File: src/design/secd_pkg.sv
// secd_pkg: constants, types and code-position mapping for the 50-bit header secded checker
// used by secd_syndrome, secd_correct and the secded_header_checker_50bit_core top level
// no dependencies
`default_nettype none

package secd_pkg;

    localparam int unsigned HDR_W       = 50;
    localparam int unsigned DATA_W      = 43;
    localparam int unsigned SYN_W       = 6;
    localparam int unsigned OVERALL_BIT = 6;
    localparam int unsigned DATA_BASE   = 7;
    localparam int unsigned CODE_LAST   = 49;
    localparam int unsigned IN_TDATA_W  = ((HDR_W + 7) / 8) * 8;
    localparam int unsigned OUT_USED_W  = HDR_W + 2 + SYN_W;
    localparam int unsigned OUT_TDATA_W = ((OUT_USED_W + 7) / 8) * 8;

    typedef logic [HDR_W-1:0] hdr_t;
    typedef logic [SYN_W-1:0] syn_t;

    typedef struct packed {
        syn_t syndrome;
        logic ov_wrong;
    } chk_t;

    typedef struct packed {
        syn_t syndrome;
        logic uncorrectable;
        logic error;
        hdr_t header;
    } result_t;

    // interleaved code position of a header bit, zero for the overall parity bit
    function automatic syn_t pos_of_hdr(input int unsigned hb);
        int unsigned p;
        int unsigned pc;
        int unsigned dc;
        syn_t        r;
        r  = '0;
        pc = 0;
        dc = 0;
        for (p = 1; p <= CODE_LAST; p++)
        begin
            if ((p & (p - 1)) == 0)
            begin
                if (pc == hb)
                    r = SYN_W'(p);
                pc++;
            end
            else
            begin
                if (DATA_BASE + dc == hb)
                    r = SYN_W'(p);
                dc++;
            end
        end
        return r;
    endfunction

endpackage

`default_nettype wire

File: src/design/secd_syndrome.sv
// secd_syndrome: recomputes hamming syndrome and overall parity of one header
// depends on secd_pkg
`default_nettype none

module secd_syndrome (
    input  wire secd_pkg::hdr_t header,
    output secd_pkg::chk_t      chk
);

    secd_pkg::syn_t syn;
    logic           ov;

    always_comb
    begin
        syn = '0;
        ov  = 1'b0;
        for (int unsigned i = 0; i < secd_pkg::HDR_W; i++)
        begin
            if (i != secd_pkg::OVERALL_BIT)
            begin
                syn = syn ^ (secd_pkg::pos_of_hdr(i) & {secd_pkg::SYN_W{header[i]}});
                ov  = ov ^ header[i];
            end
        end
    end

    assign chk.syndrome = syn;
    assign chk.ov_wrong = ov ^ header[secd_pkg::OVERALL_BIT];

endmodule

`default_nettype wire

File: src/design/secd_correct.sv
// secd_correct: flags and single-bit correction from the syndrome check
// depends on secd_pkg
`default_nettype none

module secd_correct (
    input  wire secd_pkg::hdr_t  header,
    input  wire secd_pkg::chk_t  chk,
    input  wire                  correct_enable,
    output secd_pkg::result_t    result
);

    logic           syn_err;
    secd_pkg::hdr_t flip;

    assign syn_err = (chk.syndrome != '0);

    always_comb
    begin
        flip = '0;
        for (int unsigned i = 0; i < secd_pkg::HDR_W; i++)
        begin
            if (i == secd_pkg::OVERALL_BIT)
                flip[i] = correct_enable & ~syn_err & chk.ov_wrong;
            else
                flip[i] = correct_enable & syn_err & (chk.syndrome == secd_pkg::pos_of_hdr(i));
        end
    end

    assign result.header        = header ^ flip;
    assign result.error         = syn_err | chk.ov_wrong;
    assign result.uncorrectable = syn_err & ~chk.ov_wrong;
    assign result.syndrome      = chk.syndrome;

endmodule

`default_nettype wire

File: src/design/secded_header_checker_50bit_core.sv
// secded_header_checker_50bit_core: extended hamming check and correction of 50-bit headers
// depends on secd_pkg, secd_syndrome, secd_correct
//
// usage
//   s_axis carries one raw header per item in tdata[49:0]
//   m_axis returns one result per item: corrected or passed header, error,
//   uncorrectable and the six-bit syndrome
//   cfg_wr_en / cfg_wr_data write correct_enable, change it only while idle
// path: an accepted item lands in the input register, then moves to the result register
//   and shows on m_axis from there
// throughput: one item per cycle while m_axis_tready is high, limited only by
//   the two register stages moving together; the xor trees fit between them
// reset: rst_n clears both stage valid bits and correct_enable
// stall: while m_axis_tready is low the result register holds its item and
//   the input register can still take one more item; after that
//   s_axis_tready drops until the result is taken
`default_nettype none

module secded_header_checker_50bit_core (
    input  wire                                  clk,
    input  wire                                  rst_n,
    input  wire                                  cfg_wr_en,
    input  wire                                  cfg_wr_data,
    input  wire                                  s_axis_tvalid,
    output logic                                 s_axis_tready,
    // raw header
    input  wire [secd_pkg::IN_TDATA_W-1:0]       s_axis_tdata,
    output logic                                 m_axis_tvalid,
    input  wire                                  m_axis_tready,
    // checked header, error, uncorrectable, syndrome
    output logic [secd_pkg::OUT_TDATA_W-1:0]     m_axis_tdata
);

    logic              correct_enable_reg;
    logic              in_valid_reg;
    secd_pkg::hdr_t    hdr_reg;
    logic              out_valid_reg;
    secd_pkg::result_t res_reg;
    secd_pkg::chk_t    chk;
    secd_pkg::result_t res_next;
    logic              out_load;
    logic              in_load;

    assign out_load      = ~out_valid_reg | m_axis_tready;
    assign s_axis_tready = ~in_valid_reg | out_load;
    assign in_load       = s_axis_tvalid & s_axis_tready;

    always_ff @(posedge clk or negedge rst_n)
    begin
        if (!rst_n)
            correct_enable_reg <= 1'b0;
        else if (cfg_wr_en)
            correct_enable_reg <= cfg_wr_data;
    end

    always_ff @(posedge clk or negedge rst_n)
    begin
        if (!rst_n)
        begin
            in_valid_reg  <= 1'b0;
            out_valid_reg <= 1'b0;
        end
        else
        begin
            if (s_axis_tready)
                in_valid_reg <= s_axis_tvalid;
            if (out_load)
                out_valid_reg <= in_valid_reg;
        end
    end

    always_ff @(posedge clk)
    begin
        if (in_load)
            hdr_reg <= s_axis_tdata[secd_pkg::HDR_W-1:0];
        if (out_load && in_valid_reg)
            res_reg <= res_next;
    end

    secd_syndrome u_syndrome (
        .header (hdr_reg),
        .chk    (chk)
    );

    secd_correct u_correct (
        .header         (hdr_reg),
        .chk            (chk),
        .correct_enable (correct_enable_reg),
        .result         (res_next)
    );

    assign m_axis_tvalid = out_valid_reg;
    assign m_axis_tdata  = {{(secd_pkg::OUT_TDATA_W - secd_pkg::OUT_USED_W){1'b0}}, res_reg};

endmodule

`default_nettype wire

File: config.mk
export PLATFORM = sky130hd
export DESIGN_NAME = secded_header_checker_50bit_core
export DESIGN_NICKNAME = d
export VERILOG_FILES = /design/src/design/secd_pkg.sv /design/src/design/secd_syndrome.sv /design/src/design/secd_correct.sv /design/src/design/secded_header_checker_50bit_core.sv
export SDC_FILE = /design/constraint.sdc
export NUM_CORES = 1
export LEC_CHECK = 0
export BUFFER_PORTS_ARGS = -buffer_cell sky130_fd_sc_hd__buf_4
export CORE_ASPECT_RATIO = 1.25
export CORE_MARGIN = 3
export CORE_UTILIZATION = 45
export CTS_CLUSTER_DIAMETER = 100
export DETAILED_ROUTE_END_ITERATION = 10
export MAX_ROUTING_LAYER = met4
export PLACE_DENSITY = 0.69
export REMOVE_ABC_BUFFERS = 1
export SLEW_MARGIN = 40
export SYNTH_ARGS = -nofsm -noshare
export SYNTH_HDL_FRONTEND = slang
export SYNTH_SLANG_ARGS = --single-unit
File: constraint.sdc
create_clock -name clk -period 2.95 [get_ports clk]
set_input_delay 0.1475 -clock clk [delete_from_list [all_inputs] [get_ports clk]]
set_output_delay 0.1475 -clock clk [all_outputs]
set_load 0.02 [all_outputs]
==> results of run 1 <==
-- cells in the mapped netlist (3+ instances only) --
| cell type | number |
|---|---|
| nor3_2 | 23 |
| edfxtp_1 | 108 |
| nand2b_1 | 6 |
| xnor2_1 | 46 |
| buf_2 | 6 |
| dfrtp_1 | 3 |
| inv_1 | 3 |
| nor3_1 | 17 |
| nor2_1 | 10 |
| xor2_1 | 57 |
| nand4_1 | 4 |
| buf_4 | 7 |
| xnor3_1 | 15 |
| xnor2_2 | 4 |
| nand2_1 | 6 |
| xnor3_2 | 3 |
-- cell type report --
cell class | count | area (um2)
tap | 161 | 201
timing repair buffer | 205 | 1700
inverter | 4 | 15.0
clock inverter | 5 | 58.8
fill | 870 | 4070
sequential | 111 | 3320
multi-input combinational | 211 | 2070
clock buffer | 11 | 243
-- routing by layer --
| metal | track usage (%) | vias to the layer above | wire (um) |
|---|---|---|---|
| met3 | 3.06 | 13 | 540 |
| met1 | 23.0 | 1593 | 4770 |
| met2 | 35.5 | 89 | 6810 |
| met4 | 7.28 | 0 | 226 |
| li1 | - | 1593 | - |
| met5 | - | - | 0 |
-- power by group through the flow --
stage / clock, mW / sequential, mW / combinational [mW]
final: 1.22 / 2.12 / 3.43
after detailed placement: 0 / 2.16 / 3.23
after floorplan: 0 / 2.31 / 1.64
after CTS: 1.24 / 2.13 / 3.30
after global placement: 0 / 2.16 / 3.20
after global routing: 1.31 / 2.14 / 3.66
-- repair_timing --
item,4_1_cts,5_1_grt
gates resized for setup,0,17
endpoints found under the setup margin,0,34
endpoints found under the hold margin,54,0
setup buffers,0,1
hold buffers,52,0
-- metrics by stage --
| step | cell area [um2] | utilization, % | setup TNS [ps] | power [mW] | hold slack (ps) |
|---|---|---|---|---|---|
| after floorplan | 5310 | - | -106 | 3.95 | -148 |
| after global placement | 6680 | 57.2 | 0 | 5.35 | -63.1 |
| after detailed placement | 6680 | 57.2 | 0 | 5.39 | -59.7 |
| after CTS | 7500 | 64.3 | 0 | 6.66 | 24.9 |
| after global routing | 7600 | 65.1 | -35.4 | 7.11 | 32.0 |
| final | 7600 | 65.1 | 0 | 6.76 | 37.6 |
-- critical path: stages (launching register included) --
cell      delay [ps]
edfxtp_1         410
xnor2_1          190
buf_4            150
xnor3_1          430
xnor2_2          200
buf_4            160
mux2i_1          240
nand2_1          340
nor3_1           320
xor2_1           100
-- kinds of logic after synthesis --
family,Yosys count
buf+inv,19
other cells,1
simple gates,75
mux,3
flops,111
xor+xnor,127
-- worst paths after layout --
check,depth (start not counted),end,start,slack [ps]
max,9,m_axis_tdata[20]$_DFFE_PP_,hdr_reg[23]$_DFFE_PP_,130
max reg2reg,9,m_axis_tdata[20]$_DFFE_PP_,hdr_reg[23]$_DFFE_PP_,130
max in group asynchronous,2,correct_enable_reg$_DFFE_PN0P_,rst_n,2720
min,2,correct_enable_reg$_DFFE_PN0P_,cfg_wr_data,40
min reg2reg,1,m_axis_tvalid$_DFFE_PN0P_,in_valid_reg$_DFFE_PN0N_,500
min in group asynchronous,2,m_axis_tvalid$_DFFE_PN0P_,rst_n,140
==> results.yml, run 1 <==
cts:
  root_buffer: "clkbuf_16"
  cts_buffers: 9
  clockBufferDepth: 2
  cts_tree: "done"
  worstSkewPairLatency_ps: 350
  htreeDepth: 3
  clk_pin_slew_ps: 70
  numClockSinks: 111
global_routing:
  grt_pass1_vias: 3602
  grt_pass1_wl_mm: 19.4
  antenna_found_initial: 0
  grt_max_degree: 31
  grt_use_total_pct: 19.9
  overflow: 0
cells_and_area:
  post_route_cells_drive_above_1_share_pct: 40.0
  final_common_cell: "buf_4"
  area_delta_synth_final_pct: 41.0
  final_cell_mix: "buf_4, edfxtp_1, xor2_1, dlygate4sd3_1, xnor2_1"
  largest_register_ffs: 58
  fin_nets: 604
  num_antenna_cells: 0
  final_cells: 708
power:
  vdd.ir_drop.worst_mv: 0.606
  powerDensity_nw_per_um2: 890
  p_switching_mw: 2.63
  power.leakage_nw: 3.07
  p_sw_share_pct: 39.0
  p_int_mw: 4.13
  p_clk_share_pct: 18.0
  pwr-share-seq_pct: 31.4
  combPwrFrac_pct: 50.6
worst_setup_path:
  worst_ep_required_time_ps: 3040
  cp-end-kind: "register"
  crit_fanout: 8
  critPathLaunchType: "register"
  crit_arrival_ps: 2910
  worstSetupPathType: "reg -> reg"
timing:
  setup_slack_ps: 126
  max_slew_margin_pct: 49.9
  setup_viol: 0
  fmax_mhz: 354
  rsz0062_at_grt: "true"
  maxSlewViolCount: 0
  worst_pin_slew_ps: 752
  period_needed_ps: 2820
  hold_violations: 0
  min_period_over_period_pct: 95.7
  clock_skew_ps: 9.73
synthesis:
  synth.cell_area_um2: 5390
  muxShareOfSynthArea_pct: 0.604
  ys_seq_elements: 111
  synth-simple-area-share_pct: 9.26
  synth_adder_area_share_pct: 0
  synth_compound_area_share_pct: 0
  ys_top_cells_by_area: "edfxtp_1, xor2_1, xnor2_1, xnor3_1, nor3_2"
  synth_edf_count: 108
  ys_warn_count: 0
  synth_top_area_share_pct: 60.2
  synth_top_family_by_area: "XOR/XNOR gates"
  seq_area_frac_synth_pct: 61.6
  async_reset_ff_share_pct: 2.70
  avgSynthCellArea_um2: 16.0
  synth_xor_area_share_pct: 26.4
  synthCells: 336
  synth.distinct_cells: 31
  yosys_most_used_dff: "edfxtp_1"
  synth_top_area_cell: "edfxtp_1"
die:
  die_y_um: 128
  start_util_pct: 46.2
  core_um2: 11700
  dieArea_um2: 13300
  pin_count: 128
  placementRows: 44
  fp.dieW_um: 104
place:
  post-place-ws_ps: 11.3
  dp_cells: 639
  port-buffer-count: 115
  gp_congestion: 0.845
  dpl.hpwl_mm: 8.77
drt:
  ant_nets: 0
  drcViolationCount: 0
  wl_per_cell_um: 17.4
  initialDrtViolationCount: 142
  wirelength_mm: 12.3
  post_drt_via_cell_ratio: 4.64
  vias: 3288
  drtPass1Iterations: 5
job:
  drv_cap: 0
worst_hold_path:
  hp-class: "in -> reg"
status:
  outcome: "complete, no violations"
Power figures use the tool's default switching activity.
==> run 2, diff against run 1 <==
- CORE_UTILIZATION: 45 -> 49
- PLACE_DENSITY: 0.69 -> 0.75
==> run 2 against run 1 <==
Against the previous run:
- clock-buffer cell count did not move
- final cell count fell by 4.5%
- fmax fell by 2.5%
- utilization rose by 6.0 points
- largest power group unchanged
==> results.yml, run 2 (synthesis gave the netlist of run 1 again) <==
status:
  outcome: "complete, no violations"
power:
  pwr-share-seq_pct: 30.7
  vdd.ir_drop.worst_mv: 0.542
  p_clk_share_pct: 20.1
  p_int_mw: 4.30
  power.leakage_nw: 3.10
  p_switching_mw: 2.66
  total_power_mw: 6.96
  powerDensity_nw_per_um2: 917
  p_sw_share_pct: 38.2
  combPwrFrac_pct: 49.3
cells_and_area:
  num_antenna_cells: 0
  postLayoutCoreUtil_pct: 71.2
  final_cell_mix: "buf_4, edfxtp_1, xor2_1, dlygate4sd3_1, xnor2_1"
  area_delta_synth_final_pct: 40.8
  post_route_cells_drive_above_1_share_pct: 39.3
  final_common_cell: "buf_4"
  largest_register_ffs: 58
  fin_nets: 601
timing:
  setup_viol: 0
  max_slew_margin_pct: 55.5
  worst_pin_slew_ps: 668
  whs_ps: 36.6
  clock_skew_ps: 8.68
  min_period_over_period_pct: 98.2
  period_needed_ps: 2900
  maxSlewViolCount: 0
  hold_violations: 0
  fmax_mhz: 345
drt:
  initialDrtViolationCount: 204
  post_drt_via_cell_ratio: 5.03
  wl_per_cell_um: 18.7
  ant_nets: 0
  vias: 3402
  wirelength_mm: 12.6
  drcViolationCount: 0
  drtPass1Iterations: 4
place:
  dpl.hpwl_mm: 8.62
  gp_congestion: 0.831
  port-buffer-count: 115
worst_setup_path:
  path_cells: "xnor3_1 -> xnor2_1 -> xnor3_1 -> xnor2_2 -> or2_1 -> nor3_1 -> mux2_1"
  crit_fanout: 5
  slowest_stage: "xnor3_1"
  worstSetupPathType: "reg -> reg"
  cp-end-kind: "register"
  path_delay_family: "XOR/XNOR gates"
  critPathMaxStageDelay_ps: 490
  worst_ep_required_time_ps: 3050
  crit_path_frequent_cell: "xnor3_1"
  critPathLaunchType: "register"
  cp_num_buf_inv: 0
  crit_arrival_ps: 2990
die:
  placementRows: 42
  fp.dieW_um: 99.8
  core_um2: 10700
  pin_count: 128
  dieArea_um2: 12300
  start_util_pct: 50.5
  die_y_um: 123
cts:
  clk_pin_slew_ps: 70
  worstSkewPairLatency_ps: 350
  htreeDepth: 3
  cts_tree: "done"
  numClockSinks: 111
  root_buffer: "clkbuf_16"
  clockBufferDepth: 2
  cts_buffers: 9
global_routing:
  overflow: 0
  grt_pass1_vias: 3639
  grt_max_degree: 51
  grt_use_total_pct: 21.8
  antenna_found_initial: 0
  grt_pass1_wl_mm: 19.0
job:
  drv_cap: 0
worst_hold_path:
  hp-class: "in -> reg"
==> run 2: worst paths after layout <==
| path | startpoint | endpoint | slack, ps | depth (start not counted) |
|---|---|---|---|---|
| max in group asynchronous | rst_n | correct_enable_reg$_DFFE_PN0P_ | 2710 | 2 |
| hold / removal | cfg_wr_data | correct_enable_reg$_DFFE_PN0P_ | 40 | 2 |
| min in group asynchronous | rst_n | m_axis_tvalid$_DFFE_PN0P_ | 150 | 2 |
| setup reg to reg | hdr_reg[27]$_DFFE_PP_ | m_axis_tdata[6]$_DFFE_PP_ | 50 | 7 |
| setup / recovery | hdr_reg[27]$_DFFE_PP_ | m_axis_tdata[6]$_DFFE_PP_ | 50 | 7 |
| hold reg to reg | in_valid_reg$_DFFE_PN0N_ | m_axis_tvalid$_DFFE_PN0P_ | 510 | 1 |
==> run 2: repair_timing <==
item | in CTS | in global routing
hold buffers | 52 | 0
hold endpoints to repair | 54 | 0
resized for setup | 2 | 13
endpoints found under the setup margin | 6 | 39
setup buffers | 1 | 0
pin swaps | 3 | 2
==> run 2: power groups by stage <==
stage / registers [mW] / clock network, mW / logic, mW
3_3_place_gp: 2.16 / 0 / 3.14
4_1_cts: 2.13 / 1.41 / 3.28
2_1_floorplan: 2.31 / 0 / 1.64
6_report: 2.13 / 1.40 / 3.43
3_5_place_dp: 2.17 / 0 / 3.19
5_1_grt: 2.15 / 1.48 / 3.62
==> run 2: routing by layer <==
layer  wire length (um)  vias to the layer above  part of all wire, %  track usage, %
li1                   -                     1587                    -               -
met1               4540                     1682                   36            22.9
met2               7190                      107                   57            40.4
met3                552                       26                  4.4            2.71
met4                353                        0                  2.8            9.91
met5                  0                        -                    0               -
==> run 2: area by class of cell <==
type | instances | area (um2)
clock buffer | 11 | 243
clock inverter | 5 | 106
fill | 706 | 3080
inverter | 4 | 15.0
multi-input combinational | 211 | 2070
sequential | 111 | 3320
tap | 132 | 165
timing repair buffer | 202 | 1670
==> run 2: through the flow <==
step                      TNS (ps)  instances  cell area [um2]  worst slack (ps)
after floorplan               -106        326             5310              -106
after global placement           0        607             6620              1.17
after detailed placement     -14.6        607             6620             -14.6
after CTS                    -3.94        676             7510             -3.94
after global routing         -6.64        676             7590             -6.64
final                            0        676             7590              53.5
==> run 3, diff against run 2 <==
- CORE_MARGIN: 3 -> unset
==> run 3 against run 2 <==
Against the previous run:
- clock power down 5%
- utilization rose by 0.38 points
- setup slack better by 21 ps
- largest cell class unchanged
- largest power group unchanged
==> results.yml, run 3 (synthesis gave the netlist of run 1 again) <==
cells_and_area:
  fin_nets: 609
  final_common_cell: "buf_4"
  num_antenna_cells: 0
  area_delta_synth_final_pct: 41.6
  largest_register_ffs: 58
  postLayoutCoreUtil_pct: 71.5
  final_cell_mix: "buf_4, edfxtp_1, xor2_1, dlygate4sd3_1, xnor2_1"
  nFillCells: 716
  post_route_cells_drive_above_1_share_pct: 40.8
power:
  p_sw_share_pct: 39.4
  total_power_mw: 6.95
  p_clk_share_pct: 19.2
  powerDensity_nw_per_um2: 911
  p_int_mw: 4.21
  vdd.ir_drop.worst_mv: 0.609
  combPwrFrac_pct: 50.3
  p_switching_mw: 2.74
  pwr-share-seq_pct: 30.5
  power.leakage_nw: 3.12
global_routing:
  antenna_found_initial: 0
  grt_use_total_pct: 23.7
  grt_pass1_wl_mm: 18.7
  grt_pass1_vias: 3575
  grt_max_degree: 59
  overflow: 0
die:
  fp.dieW_um: 95.8
  start_util_pct: 50.5
  die_y_um: 119
  dieArea_um2: 11400
  pin_count: 128
  placementRows: 42
  core_um2: 10700
worst_hold_path:
  hp-class: "in -> reg"
worst_setup_path:
  cp-end-kind: "register"
  crit_fanout: 5
  worstSetupPathType: "reg -> reg"
  crit_arrival_ps: 2970
  critPathLaunchType: "register"
  worst_ep_required_time_ps: 3050
drt:
  drcViolationCount: 0
  vias: 3410
  ant_nets: 0
  wirelength_mm: 12.3
  wl_per_cell_um: 18.0
  initialDrtViolationCount: 197
  drtPass1Iterations: 4
  post_drt_via_cell_ratio: 4.99
cts:
  clockBufferDepth: 2
  htreeDepth: 3
  cts_tree: "done"
  cts_buffers: 9
  root_buffer: "clkbuf_16"
  worstSkewPairLatency_ps: 350
  numClockSinks: 111
  clk_pin_slew_ps: 70
place:
  port-buffer-count: 115
  dpl.hpwl_mm: 8.51
  gp_congestion: 0.889
timing:
  clock_skew_ps: 9.23
  setup_viol: 0
  hold_violations: 0
  period_needed_ps: 2880
  fmax_mhz: 348
  maxSlewViolCount: 0
  min_period_over_period_pct: 97.5
status:
  outcome: "complete, no violations"
job:
  drv_cap: 0
==> run 3: layer usage <==
layer  track usage, %  routed length, um
met5                -                  0
met4             9.51                316
met3             3.83                643
met2             41.9               6870
met1             26.2               4460
==> run 3: metrics by stage <==
stage          instance area, um2  hold slack [ps]  setup slack (ps)  TNS [ps]  cells
3_5_place_dp                 6620            -57.2             -99.0      -753    607
3_3_place_gp                 6620            -62.2             -37.1     -79.1    607
4_1_cts                      7500             20.9              12.2         0    677
5_1_grt                      7630             38.3             -25.0     -56.0    684
6_report                     7630             30.6              74.2         0    684
2_1_floorplan                5310             -148              -106      -106    326
==> run 3: worst max-delay path: stages (launching register included) <==
cell and delay (ps):
edfxtp_1 470, xnor2_1 180, xnor2_1 370, xnor3_1 410, xnor2_1 400, inv_1 180, nand4_2 230, buf_4 190
nor3_2 50, xor2_1 150
==> run 3: area by class of cell <==
cell class / count / area (um2) / area share (%)
sequential: 111 / 3320 / 43.5
multi-input combinational: 211 / 2070 / 27.1
timing repair buffer: 210 / 1740 / 22.7
clock buffer: 9 / 225 / 2.95
tap: 132 / 165 / 2.16
clock inverter: 7 / 103 / 1.34
inverter: 4 / 15.0 / 0.197
==> run 3: final timing paths <==
path	startpoint	endpoint	slack (ps)	cells past startpoint
max reg2reg	hdr_reg[39]$_DFFE_PP_	m_axis_tdata[41]$_DFFE_PP_	70	9
max in group asynchronous	rst_n	m_axis_tvalid$_DFFE_PN0P_	2740	2
max	hdr_reg[39]$_DFFE_PP_	m_axis_tdata[41]$_DFFE_PP_	70	9
min reg2reg	in_valid_reg$_DFFE_PN0N_	m_axis_tvalid$_DFFE_PN0P_	500	1
min	cfg_wr_data	correct_enable_reg$_DFFE_PN0P_	30	2
min in group asynchronous	rst_n	in_valid_reg$_DFFE_PN0N_	120	2
==> run 3: what timing repair did <==
item / in CTS / in global routing
pin swaps: 3 / 6
buffers inserted: 2 / 7
gates resized for setup: 2 / 17
endpoints found under the hold margin: 54 / 0
setup endpoints to repair: 22 / 21
hold buffers: 52 / 0
gates cloned: 0 / 0
==> run 3: power by group through the flow <==
| stage | Clock (mW) | Sequential, mW | Combinational (mW) |
|---|---|---|---|
| finish | 1.33 | 2.12 | 3.49 |
| global route | 1.42 | 2.14 | 3.68 |
| CTS | 1.35 | 2.13 | 3.32 |
| detailed placement | 0 | 2.16 | 3.19 |
| global placement | 0 | 2.16 | 3.13 |
| floorplan | 0 | 2.31 | 1.64 |
